`src/pcfs_pkg.sv`:
```
// shared types and constants of the per-channel fragment statistics block
`timescale 1ns / 1ps

package pcfs_pkg;

    localparam int TIME_BITS = 48;
    localparam int ID_BITS   = 32;
    localparam int CNT_BITS  = 32;
    localparam int DEAD_BITS = 16;

    localparam logic [31:0] PACKET_LOW_INIT = 32'h7fff_ffff;

    typedef struct packed {
        logic [3:0]            detector_type;
        logic [9:0]            channel_address;
        logic [ID_BITS-1:0]    trigger_id;
        logic [TIME_BITS-1:0]  fine_timestamp;
        logic [31:0]           packet_number;
        logic [DEAD_BITS-1:0]  dead_time;
        logic [31:0]           coarse_time;
    } frag_t;

    typedef struct packed {
        logic [ID_BITS-1:0]    min_trigger_id;
        logic [ID_BITS-1:0]    max_trigger_id;
        logic [CNT_BITS-1:0]   channel_hits;
        logic [TIME_BITS-1:0]  dead_time_total;
        logic [TIME_BITS-1:0]  min_fine_time;
        logic [TIME_BITS-1:0]  max_fine_time;
        logic [CNT_BITS-1:0]   type_count;
        logic [CNT_BITS-1:0]   packets_seen;
        logic [31:0]           lowest_packet;
        logic [31:0]           highest_packet;
        logic [31:0]           first_coarse_time;
        logic [31:0]           last_coarse_time;
    } stats_t;

    // one row of the channel table
    typedef struct packed {
        logic                  valid;
        logic [ID_BITS-1:0]    min_id;
        logic [ID_BITS-1:0]    max_id;
        logic [CNT_BITS-1:0]   hits;
        logic [TIME_BITS-1:0]  dead_sum;
        logic [TIME_BITS-1:0]  min_time;
        logic [TIME_BITS-1:0]  max_time;
    } chan_entry_t;

endpackage

```
`src/pcfs_entry_update.sv`:
```
// merge of one fragment into a channel table row
`timescale 1ns / 1ps

module pcfs_entry_update
(
    input  pcfs_pkg::chan_entry_t old_entry,
    input  pcfs_pkg::frag_t       frag,
    output pcfs_pkg::chan_entry_t new_entry
);
    import pcfs_pkg::*;

    logic [TIME_BITS:0] dead_sum_wide;

    assign dead_sum_wide = {1'b0, old_entry.dead_sum}
                         + {{(TIME_BITS+1-DEAD_BITS){1'b0}}, frag.dead_time};

    always_comb
    begin
        new_entry.valid = 1'b1;
        if (!old_entry.valid)
        begin
            // first hit on this channel seeds the row
            new_entry.min_id   = frag.trigger_id;
            new_entry.max_id   = frag.trigger_id;
            new_entry.hits     = CNT_BITS'(1);
            new_entry.dead_sum = {{(TIME_BITS-DEAD_BITS){1'b0}}, frag.dead_time};
            new_entry.min_time = frag.fine_timestamp;
            new_entry.max_time = frag.fine_timestamp;
        end
        else
        begin
            new_entry.min_id = (frag.trigger_id < old_entry.min_id) ?
                               frag.trigger_id : old_entry.min_id;
            new_entry.max_id = (frag.trigger_id > old_entry.max_id) ?
                               frag.trigger_id : old_entry.max_id;
            new_entry.hits   = (&old_entry.hits) ? old_entry.hits :
                               old_entry.hits + CNT_BITS'(1);
            new_entry.dead_sum = dead_sum_wide[TIME_BITS] ? {TIME_BITS{1'b1}} :
                                 dead_sum_wide[TIME_BITS-1:0];
            new_entry.min_time = (frag.fine_timestamp < old_entry.min_time) ?
                                 frag.fine_timestamp : old_entry.min_time;
            new_entry.max_time = (frag.fine_timestamp > old_entry.max_time) ?
                                 frag.fine_timestamp : old_entry.max_time;
        end
    end

endmodule

```
`config.mk`:
```
export PLATFORM = sky130hd
export DESIGN_NAME = pcfs_entry_update
export DESIGN_NICKNAME = d
export VERILOG_FILES = /design/src/pcfs_pkg.sv /design/src/pcfs_entry_update.sv
export SDC_FILE = /design/constraint.sdc
export NUM_CORES = 1
export LEC_CHECK = 0
export BUFFER_PORTS_ARGS = -buffer_cell sky130_fd_sc_hd__buf_4
export CORE_AREA = 2 2 256 258
export DETAILED_ROUTE_END_ITERATION = 8
export DIE_AREA = 0 0 258 260
export GPL_ROUTABILITY_DRIVEN = 0
export GPL_TIMING_DRIVEN = 0
export REMOVE_ABC_BUFFERS = 1
export SYNTH_ARGS = -nofsm -noshare
export SYNTH_HDL_FRONTEND = slang
export SYNTH_SLANG_ARGS = --single-unit
```
`constraint.sdc`:
```
create_clock -name vclk -period 2.68
set_clock_uncertainty 0.05 [all_clocks]
set_input_delay 0.268 -clock vclk [all_inputs]
set_output_delay 0.268 -clock vclk [all_outputs]
set_load 0.02 [all_outputs]
```
After elaboration in Yosys (flattened, before gate mapping):

Cells that the tools add are included.

* register bits: 0
* bits of input ports: 415
* output and inout bits: 241
* word-level logic and storage cells: 14

* add/subtract/negate cells: 2
* order comparisons: 4
* mux-type cells: 7
* reductions and logical operators: 1

Operator list (number)
* 240-bit two-way mux: 1
* 48-bit two-way mux: 3
* 32-bit two-way mux: 3
* 48-bit by 16-bit adder with 49-bit output: 1
* 48-bit > comparator: 1
* 48-bit < comparator: 1
* 32-bit by 1-bit adder with 32-bit output, second input constant: 1
* 32-bit > comparator: 1
* 32-bit < comparator: 1
* 32-bit AND reduction: 1

Depth between registers and ports, before layout:

Gate-level depths: netlist of the first run.

* word-level depth: 3
* mapped depth: 11

Least setup slack after synthesis of the first run:

OpenSTA, ideal clock, no wires.

* path type: in2out
* from: in old_entry[96] in the netlist's numbering
* to: out new_entry[121] in the netlist's numbering
* arrival time: 2.718 ns
* required time: 2.362 ns
* path slack: -0.356 ns
* cell stages on the path: 11
* path buffers: 2
* cell sequence: ha_1 -> fa_1 -> a211oi_1 -> o21bai_2 -> o21ai_2 -> o31a_1 -> buf_6 -> or3_1 -> clkbuf_1 -> and3_1 -> nor4_1

RTL lines
* start: declaration: line pcfs_entry_update.sv:6 `input pcfs_pkg::chan_entry_t old_entry,`
* end: declaration: line pcfs_entry_update.sv:8 `output pcfs_pkg::chan_entry_t new_entry`

==> impl_results.md, run 1 <==
- Status: finished with violations
- Failing checks: setup timing
- Max_slew headroom: 56.2%
- DP HPWL: 40,000 µm
- Final setup vio count: ~200
- GRT met1 Usage: 20.3%
- Die Ht: 260 µm
- Vias per inst: 4.96
- Pre-antenna DRT Iters: 5
- CP Data Arrival Time: 2.84 ns
- Ys Warns: 0
- Kind of critical path: primary input to primary output
- Commonest cells in the synthesized netlist: 175 x ha_1, 173 x inv_1, 126 x mux2_2
- Global-route usage over all layers: 16.6%
- Count leader, synth: ha_1
- Remaining antenna violation count: 0
- DRC: 0
- P_leak: 9.63 nW
- Design area: 0.0221 mm²
- Multiplexer share of the synthesized area: 15.8%
- Multi-input gate area: 0.0125 mm²
- RSZ-0062 raised after global routing: yes
- Final nets: 2,624
- Post-synthesis xor/xnor area fraction: 5.08%
- Routed wire per std cell: 23.1 µm
- Synth Cell Area: 0.00931 mm²
- Hold Slack: 0.803 ns
- Share of cells above drive strength 1: a little under two thirds
- Grt ovf: 0
- Placed Instance Area: around 0.015 mm²
- Tightest Pin Transition: between 0.6 and 0.7 ns
- Total Die Area: between 0.06 and 0.07 mm²
- Synth Area in Adders: 23.7%
- Highest clock rate: 317 MHz
- CLK BUF: 0
- Initial antenna violation count: 0
- Worst vdd ir: ~0.13 mV
- Final worst path period share: 118%
- Worst Path Max Fanout: 7
- Compound-Gate Fraction of Synth Area: between 20 and 25%
- CP Capture Type: primary output
- Num sequential: 0
- Final hold viol count: 0
- Post-Synth Simple-Gate Area: 20.6%
- Met2 Use GR: between 20% and 30%
- Gr busiest metal: met2
- Slew Limit Fails: 0
- Vias: 14,300
- Initial DRC Count: 1,108
- Largest family of logic cells by synthesized area: compound AO/OA/AOI/OAI gates
- Post-synthesis cell count: 1,321
- Crit path from: old_entry[36]
- Site Rows: 93
- PnR worst setup slack: -0.474 ns
- Post-synth top area cell: ha_1
- Maxcap violations: 0
- IO Pins: 656
- Syn Area/Cell: roughly 7.0 µm²
- CP Launch Type: primary input
- Met3 usage: under 10%
- Crit-path cells: buf_4 > inv_2 > ha_4 > nand4_1 > or4_4 > nor2_4 > a2bb2oi_4 > o2111ai_2 > o41ai_4 > buf_6 > buf_12 > mux2_4 > buf_6
- Synth area leaders: ha_1 24%, mux2_2 15%, inv_1 7.0%
- Storage element area: 0 µm²
- WL final: ~67,000 µm
- Starting Density: 14.5%
- Synth top area share: 23.5%
- Fillers: 6,246
- Worst Setup EP: new_entry[39]
- Slowest stage cell, crit path: or4_4
- Die Span X: between 200 and 300 µm
- IO Port Bufs: 577
- Pwr dens: 215 mW/mm²
- CP required: roughly 2.4 ns
- Worst path max stage delay: 0.64 ns
- Vias in the first global route: 14,000
- First-pass GRT wire length: 86,900 µm
- Register area share after synthesis: 0%
- Layout area overhead: 137%
- Final core occ: 34.4%
- Min Tclk post-route: 3.15 ns
- Hold depth: 3
- Cell variety after synth: 69
- Core area: 0.0641 mm²
- Most used cell, CP: buf_6
- HP Class: primary input to primary output
- Largest net degree at the start of global routing: 71
[logic make-up after synthesis]
logic type,after synthesis
simple gates,382
other cells,1
compound gates,338
mux,131
xor+xnor,54
buf+inv,239
fa+ha+maj,176
[cell type report]
class / instances / area share, %
Inverter: 173 / 3.20
Antenna cell: 2 / 0.0227
Tap cell: 855 / 4.84
Timing Repair Buffer: 765 / 35.3
Multi-Input combinational cell: 1093 / 56.6
[how the worst min path moves through the flow]
stage,start,end,slack [ns]
final,old_entry[237],new_entry[237],0.80
after global routing,old_entry[73],new_entry[73],0.81
after CTS,old_entry[238],new_entry[238],0.81
after floorplan,old_entry[240],new_entry[144],0.60
after detailed placement,old_entry[64],new_entry[64],0.82
after global placement,old_entry[50],new_entry[50],0.82
[worst max-delay path: cells and delay by family]
kind	cells	cell delay (ns)
AOI/OAI and AO/OA	3	0.32
adders and majority gates	1	0.25
muxes	1	0.32
and+or+nand+nor	3	1.05
buffers and inverters	5	0.62
[timing repair]
action	CTS	global route
gates resized for setup	764	324
pin swaps	165	141
gates cloned	36	8
endpoints found under the setup margin	229	218
setup buffers	116	54
hold buffers	0	0
[cells in the final DEF (no fill, tap or decap), drive strengths merged, types with 4 or more instances in the layout]
cell / n
buf: 759
ha: 175
inv: 173
mux2: 127
a21oi: 109
nand2: 108
nand3: 68
nor2: 65
a31oi: 48
o21ai: 42
nand4: 41
o311ai: 32
xnor2: 31
o2bb2ai: 30
xor2: 23
and3: 23
nor3: 20
and4: 15
a21o: 13
a211oi: 12
nor4: 11
o211ai: 7
or3: 7
clkbuf: 6
nor2b: 6
and2: 6
nor3b: 6
or4: 5
o22a: 5
mux2i: 4
o21a: 4
o21bai: 4
[per-stage QoR]
step                TNS, ns  power, mW  setup WS, ns  std cells
floorplan           -316.31       1.56         -2.26       1255
global placement    -740.63       2.98         -4.68       2687
detailed placement  -222.52       3.01         -1.36       2696
CTS                  -38.92       4.23        -0.357       2848
global route         -71.49       4.97        -0.546       2886
finish               -54.83       4.74        -0.474       2888
[where the power goes]
group	total, mW	leakage (nW)	switching (mW)	internal (mW)
sequential	0	0	0	0
combinational	4.74	9.63	2.36	2.38
clock	0.0000000567	0.00000980	0	0.0000000567
[routing by layer]
| metal | wire length (µm) | share of wire, % |
|---|---|---|
| met1 | 26300 | 40 |
| met2 | 32700 | 49 |
| met3 | 4230 | 6.3 |
| met4 | 3360 | 5.0 |
| met5 | 0 | 0 |
(Power assumes the default switching activity.)
==> run 2, diff against run 1 <==
- clock period: 2.68 -> 2.75 ns (I/O delays scaled with it)
==> run 2 against run 1 <==
  * The flow still finishes with violations (setup timing)
  * First-iteration DRC count is 14% lower
  * Wire length is 4.3% lower
  * Combinational power is 4% lower
  * Final cell count decreased by 0.38%
  * Critical path depth fell by 1
  * Global-route usage decreased by 1.2 points
  * Die area stayed put
  * Clock-buffer cell count did not move
  * Sequential share of layout area unchanged
  * Critical path type unchanged
==> impl_results.md, run 2 (same netlist as run 1, synthesis figures left out) <==
- Starting Density: 14.5%
- Total Die Area: 0.0671 mm²
- CP required: 2.42 ns
- Die Ht: around 260 µm
- Max_slew headroom: between 60% and 70%
- Final hold viol count: 0
- Num sequential: 0
- CLK BUF: 0
- Final non-filler cell total: 2,877
- Final setup vio count: ~200
- PnR worst setup slack: -0.359 ns
- DP Worst Slack: -1.30 ns
- Share of cells above drive strength 1: 61.7%
- P_leak: 9.52 nW
- Setup tns final: -41.93 ns
- Highest clock rate: 322 MHz
- Site Rows: 93
- Die Span X: 258 µm
- Overall power: 4.57 mW
- WL final: 63,700 µm
- Initial DRC Count: 953
- Routed wire per std cell: approximately 22 µm
- Global-route usage over all layers: 15.4%
- Worst path max stage delay: 0.37 ns
- Tightest Pin Transition: 0.572 ns
- CP top delay family: buffers and inverters
- Status: finished with violations
- Min Tclk post-route: around 3.1 ns
- HP Class: primary input to primary output
- Maxcap violations: 0
- Inst Count DP: approximately 2,700
- Commonest non-fill, non-tap cell in the layout: buf_4
- CP Capture Type: primary output
- Core area: 0.0641 mm²
- Failing checks: setup timing
- Final worst path period share: 113%
- Pre-antenna DRT Iters: 5
- CP Data Arrival Time: 2.78 ns
- Slew Limit Fails: 0
- Storage element area: 0 µm²
- Post-CTS Hold Fix Bufs: 0
- Kind of critical path: primary input to primary output
- Vias in the first global route: 13,300
- Remaining antenna violation count: 0
- IO Port Bufs: 577
- Final nets: 2,610
- Vias per inst: 4.89
- Slowest stage cell, crit path: nor4_4
- Pwr dens: 210 mW/mm²
- IO Pins: 656
- First-pass GRT wire length: slightly above 80,000 µm
- RSZ-0062 raised after global routing: yes
- Final core occ: ~34%
- CP Launch Type: primary input
- Critical path depth in cells: 12
- Initial antenna violation count: 4
- Crit-path cells: buf_4 > inv_1 > ha_4 > nand4_1 > nor4_4 > nand4_1 > buf_4 > o41ai_4 > buf_6 > buf_12 > mux2_4 > buf_6
- Vias: 14,100
- Grt ovf: 0
- Largest net degree at the start of global routing: 71
- Most frequent cells in the layout: 409 x buf_4, 261 x buf_6, 125 x mux2_4, 123 x inv_1, 104 x nand2_1
- DP HPWL: 40,000 µm
- Layout area overhead: 133%
- Worst vdd ir: 0.144 mV
- Hold depth: 3
- CP bufs+invs: 6
- Worst Path Max Fanout: 7
- DRC: 0
run 2: metal layers:
layer	GRT usage (%)	part of all wire, %
met3	1.76	6.2
met2	26.9	48
met1	19.2	40
met5	0	0
met4	5.97	5.3
run 2: repair_timing:
item / 4_1_cts / 5_1_grt
setup endpoints to repair: 229 / 221
pin swaps: 96 / 172
hold endpoints to repair: 0 / 0
setup buffers: 94 / 53
gates cloned: 26 / 13
resized for setup: 605 / 439
run 2: layout make-up:
| class | count | area [µm²] |
|---|---|---|
| Inverter | 173 | 712 |
| Tap cell | 855 | 1070 |
| Timing Repair Buffer | 752 | 7700 |
| Fill cell | 6292 | 42400 |
| Antenna cell | 5 | 12.5 |
| Multi-Input combinational cell | 1092 | 12200 |
run 2: worst min-delay path: stages:
cell and delay [ns]:
buf_6 0.08, mux2_4 0.13, buf_6 0.10
run 2: worst paths after layout:
check / from / end / slack (ns)
worst max-delay path: old_entry[21] / new_entry[39] / -0.36
worst min-delay path: old_entry[237] / new_entry[237] / 0.81
run 2: power breakdown:
group | switching (mW) | internal, mW
combinational | 2.25 | 2.31
sequential | 0 | 0
clock | 0 | 0.0000000715
run 2: per-stage QoR:
step / area, µm² / hold WS (ns)
3_3_place_gp: 14400 / 0.838
3_5_place_dp: 14600 / 0.837
4_1_cts: 18800 / 0.808
5_1_grt: 21700 / 0.827
6_report: 21700 / 0.813
2_1_floorplan: 8980 / 0.617
